===== src/hdl/heat_diffusion_1d_step_assert.svh =====
// assertion macros shared by the heat diffusion step rtl
`ifndef HEAT_DIFFUSION_1D_STEP_ASSERT_SVH
`define HEAT_DIFFUSION_1D_STEP_ASSERT_SVH
`ifndef ASSERT_OFF
// property checked at every clock edge outside reset
`define HD1D_ASSERT(name, prop) \
  name: assert property (@(posedge clk_i) disable iff (!rst_ni) (prop)) \
    else $error("heat diffusion step assertion failed");
// condition that must never be seen outside reset
`define HD1D_NEVER(name, expr) `HD1D_ASSERT(name, !(expr))
`else
`define HD1D_ASSERT(name, prop)
`define HD1D_NEVER(name, expr)
`endif
`endif


===== src/hdl/hd1d_pkg.sv =====
// types, constants and register codes of the heat diffusion step
package hd1d_pkg;

  // temperature format, signed q15.8
  localparam int TEMP_WIDTH = 24;
  // gain format, unsigned q0.16
  localparam int GAIN_WIDTH = 16;
  localparam int GAIN_FRAC  = 16;
  // right - 2*old + left needs two more bits than a temperature
  localparam int DIFF_WIDTH = TEMP_WIDTH + 2;
  // signed difference times gain with a zero sign bit added
  localparam int PROD_WIDTH = DIFF_WIDTH + GAIN_WIDTH + 1;
  // old value plus the scaled product, one bit of headroom
  localparam int SUM_WIDTH  = PROD_WIDTH - GAIN_FRAC + 1;

  // default queue depths
  localparam int JOB_DEPTH = 4;
  localparam int OUT_DEPTH = 4;

  // configuration port
  localparam int APB_ADDR_WIDTH = 3;
  localparam int APB_DATA_WIDTH = 32;

  typedef logic signed [TEMP_WIDTH-1:0] temp_t;
  typedef logic signed [DIFF_WIDTH-1:0] diff_t;
  typedef logic signed [PROD_WIDTH-1:0] prod_t;
  typedef logic signed [SUM_WIDTH-1:0]  sum_t;
  typedef logic [GAIN_WIDTH-1:0]        gain_t;

  // register index, taken from paddr bit 2
  localparam logic REG_IDX_GAIN = 1'b0;
  localparam logic REG_IDX_HOLD = 1'b1;

  localparam gain_t GAIN_RESET = gain_t'(6554);
  localparam temp_t HOLD_RESET = temp_t'(25600);

  // saturation limits
  localparam temp_t TEMP_MAX = {1'b0, {(TEMP_WIDTH-1){1'b1}}};
  localparam temp_t TEMP_MIN = {1'b1, {(TEMP_WIDTH-1){1'b0}}};

  typedef struct packed {
    temp_t cell_temp;
    logic  last_cell;
  } in_item_t;

  typedef struct packed {
    temp_t new_temp;
    logic  last_out;
  } out_item_t;

  // one update: old value, stencil difference and end-of-pass mark
  typedef struct packed {
    temp_t old;
    diff_t diff;
    logic  last_out;
  } op_t;

  // work made by one input cell: one or two updates
  typedef struct packed {
    op_t  op0;
    op_t  op1;
    logic two_ops;
  } job_t;

  // position within the current pass
  typedef enum logic [1:0] {
    SEEN_NONE,
    SEEN_ONE,
    SEEN_MANY
  } seen_e;

endpackage


===== src/hdl/hd1d_fifo.sv =====
// small register queue used between and after the two halves
module hd1d_fifo #(
  parameter int WIDTH = 8,
  parameter int DEPTH = 4
) (
  input  logic                           clk_i,
  input  logic                           rst_ni,
  input  logic                           push_i,
  input  logic [WIDTH-1:0]               wdata_i,
  input  logic                           pop_i,
  output logic [WIDTH-1:0]               rdata_o,
  output logic                           full_o,
  output logic                           empty_o,
  output logic [$clog2(DEPTH+1)-1:0]     count_o
);

  localparam int PTR_W = (DEPTH > 1) ? $clog2(DEPTH) : 1;
  localparam int CNT_W = $clog2(DEPTH+1);

  logic [WIDTH-1:0] mem_q [DEPTH];
  logic [PTR_W-1:0] wr_ptr_q, wr_ptr_d;
  logic [PTR_W-1:0] rd_ptr_q, rd_ptr_d;
  logic [CNT_W-1:0] count_q, count_d;
  logic             do_push, do_pop;

  assign full_o  = (count_q == CNT_W'(DEPTH));
  assign empty_o = (count_q == '0);
  assign count_o = count_q;
  assign rdata_o = mem_q[rd_ptr_q];

  assign do_push = push_i & ~full_o;
  assign do_pop  = pop_i & ~empty_o;

  // pointer and occupancy update
  always_comb begin
    wr_ptr_d = wr_ptr_q;
    rd_ptr_d = rd_ptr_q;
    count_d  = count_q;
    if (do_push) begin
      wr_ptr_d = (wr_ptr_q == PTR_W'(DEPTH-1)) ? '0 : wr_ptr_q + 1'b1;
    end
    if (do_pop) begin
      rd_ptr_d = (rd_ptr_q == PTR_W'(DEPTH-1)) ? '0 : rd_ptr_q + 1'b1;
    end
    unique case ({do_push, do_pop})
      2'b10:   count_d = count_q + CNT_W'(1);
      2'b01:   count_d = count_q - CNT_W'(1);
      default: count_d = count_q;
    endcase
  end

  always_ff @(posedge clk_i or negedge rst_ni) begin
    if (!rst_ni) begin
      wr_ptr_q <= '0;
      rd_ptr_q <= '0;
      count_q  <= '0;
    end else begin
      wr_ptr_q <= wr_ptr_d;
      rd_ptr_q <= rd_ptr_d;
      count_q  <= count_d;
    end
  end

  // storage, no reset
  always_ff @(posedge clk_i) begin
    if (do_push) begin
      mem_q[wr_ptr_q] <= wdata_i;
    end
  end

endmodule


===== src/hdl/hd1d_front.sv =====
// front half: tracks the stencil window and builds update jobs per cell
module hd1d_front (
  input  logic              clk_i,
  input  logic              rst_ni,
  input  logic              accept_i,
  input  hd1d_pkg::in_item_t item_i,
  output logic              job_valid_o,
  output hd1d_pkg::job_t    job_o,
  output hd1d_pkg::seen_e   seen_o
);
  import hd1d_pkg::*;

  seen_e seen_q, seen_d;
  temp_t left_q, left_d;
  temp_t center_q, center_d;
  diff_t x_ext, c_ext, l_ext;

  assign seen_o = seen_q;

  assign x_ext = diff_t'(item_i.cell_temp);
  assign c_ext = diff_t'(center_q);
  assign l_ext = diff_t'(left_q);

  // window state
  always_ff @(posedge clk_i or negedge rst_ni) begin
    if (!rst_ni) begin
      seen_q   <= SEEN_NONE;
      left_q   <= '0;
      center_q <= '0;
    end else begin
      seen_q   <= seen_d;
      left_q   <= left_d;
      center_q <= center_d;
    end
  end

  // next window and the job for this cell
  always_comb begin
    seen_d      = seen_q;
    left_d      = left_q;
    center_d    = center_q;
    job_valid_o = 1'b0;
    job_o       = '0;
    if (accept_i) begin
      unique case (seen_q)
        SEEN_NONE: begin
          if (item_i.last_cell) begin
            // single-cell bar, zero difference passes it through
            job_valid_o      = 1'b1;
            job_o.op0.old    = item_i.cell_temp;
            job_o.op0.diff   = '0;
            job_o.op0.last_out = 1'b1;
          end else begin
            center_d = item_i.cell_temp;
            seen_d   = SEEN_ONE;
          end
        end
        SEEN_ONE, SEEN_MANY: begin
          job_valid_o      = 1'b1;
          job_o.op0.old    = center_q;
          job_o.op0.last_out = 1'b0;
          // left end is one-sided
          if (seen_q == SEEN_ONE) begin
            job_o.op0.diff = x_ext - c_ext;
          end else begin
            job_o.op0.diff = x_ext - (c_ext <<< 1) + l_ext;
          end
          if (item_i.last_cell) begin
            // right end, one-sided, closes the pass
            job_o.two_ops      = 1'b1;
            job_o.op1.old      = item_i.cell_temp;
            job_o.op1.diff     = c_ext - x_ext;
            job_o.op1.last_out = 1'b1;
            seen_d   = SEEN_NONE;
            left_d   = '0;
            center_d = '0;
          end else begin
            left_d   = center_q;
            center_d = item_i.cell_temp;
            seen_d   = SEEN_MANY;
          end
        end
        default: begin
          seen_d = SEEN_NONE;
        end
      endcase
    end
  end

endmodule


===== src/hdl/hd1d_back.sv =====
// back half: one update per cycle while jobs wait and results have room, multiply stage then add and saturate
module hd1d_back #(
  parameter int OUT_DEPTH = hd1d_pkg::OUT_DEPTH
) (
  input  logic                clk_i,
  input  logic                rst_ni,
  input  hd1d_pkg::job_t      job_i,
  input  logic                job_empty_i,
  output logic                job_pop_o,
  input  hd1d_pkg::gain_t     gain_i,
  input  hd1d_pkg::temp_t     hold_i,
  input  logic                pop_i,
  output logic                empty_o,
  output hd1d_pkg::out_item_t out_item_o
);
  import hd1d_pkg::*;

  localparam int CNT_W = $clog2(OUT_DEPTH+1);

  logic             sel_q, sel_d;
  logic             s1_valid_q;
  prod_t            prod_q;
  temp_t            old_q;
  logic             last_q;
  logic             pass_q;
  logic             issue;
  op_t              op;
  logic [CNT_W-1:0] out_count;
  logic             out_full;
  sum_t             sum;
  temp_t            sat_val;
  out_item_t        result;

  // room for the result already in flight plus this one
  assign issue = ~job_empty_i &
                 (((CNT_W+1)'(out_count) + (CNT_W+1)'(s1_valid_q)) <
                  (CNT_W+1)'(OUT_DEPTH));

  assign op        = sel_q ? job_i.op1 : job_i.op0;
  assign job_pop_o = issue & (sel_q | ~job_i.two_ops);

  // which update of the head job goes next
  always_comb begin
    sel_d = sel_q;
    if (issue) begin
      sel_d = ~sel_q & job_i.two_ops;
    end
  end

  always_ff @(posedge clk_i or negedge rst_ni) begin
    if (!rst_ni) begin
      sel_q      <= 1'b0;
      s1_valid_q <= 1'b0;
    end else begin
      sel_q      <= sel_d;
      s1_valid_q <= issue;
    end
  end

  // multiply stage
  always_ff @(posedge clk_i) begin
    if (issue) begin
      prod_q <= prod_t'(op.diff) * prod_t'($signed({1'b0, gain_i}));
      old_q  <= op.old;
      last_q <= op.last_out;
      pass_q <= (op.old == hold_i);
    end
  end

  // floor of the product, add and saturate, or pass a held cell unchanged
  always_comb begin
    sum = sum_t'(old_q) + sum_t'(prod_q >>> GAIN_FRAC);
    if (sum > sum_t'(TEMP_MAX)) begin
      sat_val = TEMP_MAX;
    end else if (sum < sum_t'(TEMP_MIN)) begin
      sat_val = TEMP_MIN;
    end else begin
      sat_val = temp_t'(sum);
    end
    result.new_temp = pass_q ? old_q : sat_val;
    result.last_out = last_q;
  end

  // result queue
  hd1d_fifo #(
    .WIDTH ($bits(out_item_t)),
    .DEPTH (OUT_DEPTH)
  ) u_out_fifo (
    .clk_i   (clk_i),
    .rst_ni  (rst_ni),
    .push_i  (s1_valid_q),
    .wdata_i (result),
    .pop_i   (pop_i),
    .rdata_o (out_item_o),
    .full_o  (out_full),
    .empty_o (empty_o),
    .count_o (out_count)
  );

  // credit check keeps the result queue from overflowing
  `include "heat_diffusion_1d_step_assert.svh"
  `HD1D_NEVER(a_out_overflow, s1_valid_q && out_full)

endmodule


===== src/hdl/heat_diffusion_1d_step.sv =====
// top level of the one-step 1-d heat diffusion stencil
// Streams one bar of signed q15.8 cell temperatures per pass, one cell per
// cycle while the job queue is not full, and returns each cell updated by
// one explicit time step as old + gain*(right - 2*old + left), with one-sided
// ends, a single-cell bar unchanged and any cell equal to hold_value passed
// unchanged. Results lag the input by one cell: the first cell of a longer
// pass yields nothing, a middle cell yields its left neighbour, and the last
// cell yields two results (the last marked by last_out). The back half issues
// one update per cycle to its single multiplier while jobs wait and the result
// queue has room, so the two updates of each pass's last cell can slow the
// input. A result passes the job queue, multiply register and result queue
// before it can be popped. gain sits at address 0, hold_value at 4.
module heat_diffusion_1d_step #(
  parameter int JOB_DEPTH = hd1d_pkg::JOB_DEPTH,
  parameter int OUT_DEPTH = hd1d_pkg::OUT_DEPTH
) (
  input  logic                                clk_i,
  input  logic                                rst_ni,
  input  logic                                push,
  output logic                                full,
  input  hd1d_pkg::in_item_t                  in_item_i,
  output logic                                empty,
  input  logic                                pop,
  output hd1d_pkg::out_item_t                 out_item_o,
  input  logic                                psel,
  input  logic                                penable,
  input  logic                                pwrite,
  input  logic [hd1d_pkg::APB_ADDR_WIDTH-1:0] paddr,
  input  logic [hd1d_pkg::APB_DATA_WIDTH-1:0] pwdata,
  output logic [hd1d_pkg::APB_DATA_WIDTH-1:0] prdata,
  output logic                                pready
);
  import hd1d_pkg::*;

  gain_t gain_q;
  temp_t hold_q;
  logic  cfg_write;
  logic  accept;
  logic  job_valid;
  job_t  job_in, job_head;
  logic  job_empty, job_pop;
  logic  job_full;
  logic [$clog2(JOB_DEPTH+1)-1:0] job_count;
  seen_e seen;

  // configuration registers
  assign pready    = 1'b1;
  assign cfg_write = psel & penable & pwrite & pready;

  always_ff @(posedge clk_i or negedge rst_ni) begin
    if (!rst_ni) begin
      gain_q <= GAIN_RESET;
      hold_q <= HOLD_RESET;
    end else if (cfg_write) begin
      if (paddr[2] == REG_IDX_GAIN) begin
        gain_q <= pwdata[GAIN_WIDTH-1:0];
      end else begin
        hold_q <= pwdata[TEMP_WIDTH-1:0];
      end
    end
  end

  // register read back
  always_comb begin
    if (paddr[2] == REG_IDX_GAIN) begin
      prdata = APB_DATA_WIDTH'(gain_q);
    end else begin
      prdata = APB_DATA_WIDTH'(hold_q);
    end
  end

  // input transaction
  assign full   = job_full;
  assign accept = push & ~full;

  hd1d_front u_front (
    .clk_i       (clk_i),
    .rst_ni      (rst_ni),
    .accept_i    (accept),
    .item_i      (in_item_i),
    .job_valid_o (job_valid),
    .job_o       (job_in),
    .seen_o      (seen)
  );

  // queue between front and back
  hd1d_fifo #(
    .WIDTH ($bits(job_t)),
    .DEPTH (JOB_DEPTH)
  ) u_job_fifo (
    .clk_i   (clk_i),
    .rst_ni  (rst_ni),
    .push_i  (job_valid),
    .wdata_i (job_in),
    .pop_i   (job_pop),
    .rdata_o (job_head),
    .full_o  (job_full),
    .empty_o (job_empty),
    .count_o (job_count)
  );

  hd1d_back #(
    .OUT_DEPTH (OUT_DEPTH)
  ) u_back (
    .clk_i       (clk_i),
    .rst_ni      (rst_ni),
    .job_i       (job_head),
    .job_empty_i (job_empty),
    .job_pop_o   (job_pop),
    .gain_i      (gain_q),
    .hold_i      (hold_q),
    .pop_i       (pop),
    .empty_o     (empty),
    .out_item_o  (out_item_o)
  );

  `include "heat_diffusion_1d_step_assert.svh"
  `HD1D_NEVER(a_job_overflow, job_valid && job_full)
  `HD1D_ASSERT(a_last_makes_job, (accept && in_item_i.last_cell) |-> job_valid)
  `HD1D_ASSERT(a_pass_restart, (accept && in_item_i.last_cell) |=> (seen == SEEN_NONE))
  `HD1D_NEVER(a_pop_nothing, job_pop && (job_count == '0))

endmodule


===== config.mk =====
export PLATFORM = sky130hd
export DESIGN_NAME = heat_diffusion_1d_step
export DESIGN_NICKNAME = d
export VERILOG_FILES = /design/src/hdl/hd1d_pkg.sv /design/src/hdl/hd1d_fifo.sv /design/src/hdl/hd1d_front.sv /design/src/hdl/hd1d_back.sv /design/src/hdl/heat_diffusion_1d_step.sv
export VERILOG_INCLUDE_DIRS = /design/src /design/src/hdl
export SDC_FILE = /design/constraint.sdc
export NUM_CORES = 2
export LEC_CHECK = 0
export CORE_MARGIN = 4
export CORE_UTILIZATION = 40
export CTS_BUF_LIST = sky130_fd_sc_hd__clkbuf_4 sky130_fd_sc_hd__clkbuf_8
export DETAILED_ROUTE_END_ITERATION = 10
export DONT_BUFFER_PORTS = 1
export GPL_ROUTABILITY_DRIVEN = 1
export PLACE_DENSITY = 0.63
export SLEW_MARGIN = 20
export SYNTH_ARGS = -nofsm -noshare
export SYNTH_HDL_FRONTEND = slang
export SYNTH_SLANG_ARGS = --single-unit

===== constraint.sdc =====
create_clock -name clk_i -period 10.9 [get_ports clk_i]
set_input_delay 0.545 -clock clk_i [delete_from_list [all_inputs] [get_ports clk_i]]
set_output_delay 0.545 -clock clk_i [all_outputs]
set_load 0.05 [all_outputs]

==> results.ini <==
[run_status]
status=completed

[sta]
setup_viol=0
skew_ns=0.0498
slew_violations=0
max_clock_freq_mhz=117
period_share_pct=78.2
tightest_slew_ns=1.16
final.setup.tns_ns=0
hold_viol=0
max-slew-margin-rel_pct=22.3
period_minus_slack_ns=8.52
rsz0062_at_grt=no

[logic_synthesis]
yosysTopAreaCellShare_pct=35.8
ys_top_cells_by_count=inv_1 (611), nand2_1 (597), edfxtp_1 (557)
avgSynthCellArea_um2=11.6
yosysSeqAreaShare_pct=41.5
synth_cells=4013
synthArstFlopShare_pct=16.0
yosysMostFrequentCell=inv_1
netlist_area_mm2=0.0467
ys.flop_type=edfxtp_1
yosys_warnings=0
synth_fp_nets=4730
synth_cell_types=84
synth_top_cell_by_area=edfxtp_1
synth-seq-cells=663
synthTopCellsByArea=edfxtp_1 (36%), fa_1 (19%), mux4_2 (6.1%)
synth_edf_count=557

[floorplan]
die_y_um=350
start_util_pct=40.3
die_x_um=350
ios=127
core_mm2=0.116
num_rows=125
die-area_mm2=0.122

[drt]
finalWirelength_mm=119
drc=0
vias=30000
drtPass1Iterations=6
drt-vias-per-instance=5.31
ant_nets=0
post_drt_wl_per_cell_um=21.1
drt_iter0_drc=2362

[setup_path]
crit_fanout=38
start_kind=flop
cp-end-kind=flop
worst_ep_required_time_ns=11.34
worst_path_largest_cell_delay_ns=0.89
critPathSlowestCell=dfrtp_4
path_class=reg2reg
cp.arrival_ns=8.96
critPathMostFrequentCell=fa_1

[final_layout]
area_delta_synth_final_pct=9.01
multi_input_area_mm2=0.0243
seqCellArea_mm2=0.0194
nets=4755
drive_gt1_share_pct=11.8
fill_cells=10700

[clock_tree]
cts_buffer_depth=3
cts_made_buffers=99
post_cts_buffers=0
cts_tree=done
htree_num_levels=3
clk_latency_ns=0.73
cts-root-buf=clkbuf_8
cts_sinks=663
path_clk_slew_ns=0.06

[placed_design]
gp_congestion=0.898
dpl.hpwl_mm=84.5
io_buffers=0

[job]
max_cap_viol_count=0

[grt]
grtUsageMet2_pct=32.5
grt_most_used_layer=met2
gr-total-overflow=0
grt_pass1_vias=31200
grt_use_met1_pct=27.6
grt_pass1_wl_mm=186
antenna_found_initial=3
gr-usage-met3_pct=3.33
track_usage_pct=19.9
grt_max_degree=107

[worst_hold_path]
hp-class=in2reg

[placed cells by master (no fill, tap or decap), types with 20 or more instances in the layout]
cell type	instances
inv_1	611
nand2_1	597
edfxtp_1	557
fa_1	432
ha_1	218
and2_1	175
nor2_1	136
mux4_2	126
o21ai_0	121
a21oi_1	116
clkbuf_8	103
dfrtp_1	90
xnor2_1	63
mux2_2	61
xor2_1	56
buf_4	56
dlygate4sd3_1	49
clkbuf_4	43
a21o_1	41
nand3_1	37
nor3_1	34
nand2b_1	28
o21a_1	25
o31ai_1	25
a211oi_1	22
nor2b_1	20
o21ai_2	20
[through the flow]
stage / setup slack [ns] / utilization, % / hold slack (ns) / cell area, um2 / cells
after floorplan: 3.48 / - / 0.249 / 46700 / 4013
after CTS: 2.32 / 43.9 / 0.0222 / 50900 / 5641
after global routing: 1.87 / 43.9 / 0.0672 / 50900 / 5643
final: 2.38 / 43.9 / 0.108 / 50900 / 5646
after detailed placement: 2.36 / 41.7 / 0.256 / 48400 / 5410
after global placement: 2.39 / 41.7 / 0.254 / 48400 / 5410
[worst paths after layout]
path	slack (ns)	end	start	cells past startpoint
worst max-delay path	2.38	u_back.prod_q[42]	u_job_fifo.rd_ptr_q[0]	25
worst min-delay path	0.11	hold_q[20]	paddr[2]	2
worst max register to register	2.38	u_back.prod_q[42]	u_job_fifo.rd_ptr_q[0]	25
worst min register to register	0.48	u_front.left_q[17]	u_front.left_q[17]	2
max in group asynchronous	9.84	gain_q[15]	rst_ni	2
min in group asynchronous	0.40	u_front.center_q[14]	rst_ni	2
[flip-flops by register name, summed over array words and instances (netlist names)]
signal / flops
u_back.u_out_fifo.rd_ptr_q: 2
u_job_fifo.mem_q: 404
u_job_fifo.count_o: 3
u_front.seen_o: 2
u_back.u_out_fifo.wr_ptr_q: 2
u_job_fifo.rd_ptr_q: 2
u_front.left_q: 24
u_back.u_out_fifo.count_o: 3
u_back.pass_q: 1
u_job_fifo.wr_ptr_q: 2
hold_q: 24
u_back.prod_q: 27
gain_q: 16
u_back.last_q: 1
u_back.s1_valid_q: 1
u_back.old_q: 24
u_front.center_q: 24
u_back.sel_q: 1
u_back.u_out_fifo.mem_q: 100
[critical path, delay by kind of cell (launching register included)]
family / cells / cell delay [ns]
compound gates: 6 / 1.62
mux: 1 / 0.52
fa+ha+maj: 7 / 3.21
simple gates: 5 / 1.31
buf+inv: 5 / 0.53
flops: 1 / 0.89
xor+xnor: 1 / 0.12
[metal layers]
layer | share of wire [%] | up-vias
li1 | - | 13500
met4 | 2.6 | 0
met2 | 47 | 976
met3 | 7.0 | 204
met5 | 0 | -
met1 | 43 | 15400
[cells by family (layout without fill, tap and decap cells)]
| family | after synthesis | after routing | synth area share (%) |
|---|---|---|---|
| fa+ha+maj | 650 | 650 | 24.3 |
| simple gates | 1112 | 1112 | 10.9 |
| other cells | 1 | 6 | 0.00802 |
| xor+xnor | 119 | 119 | 2.23 |
| flops | 663 | 663 | 41.5 |
| compound gates | 479 | 479 | 6.78 |
| buf+inv | 796 | 900 | 6.61 |
| mux | 193 | 193 | 7.67 |
[repair_timing]
| action | 4_1_cts | 5_1_grt |
|---|---|---|
| hold endpoints to repair | 196 | 0 |
| hold buffers | 51 | 0 |
| gates resized for setup | 0 | 0 |
[layout make-up]
class	count	share of cell area [%]
clock inverter	34	0.585
tap	1524	3.74
inverter	613	4.52
clock buffer	146	3.42
antenna	5	0.0246
timing repair buffer	107	1.88
multi-input combinational	2554	47.7
sequential	663	38.1
Power is left out: the tool's default activity adds up to more than one toggle a clock period on the data nets, which glitch-free logic cannot reach.
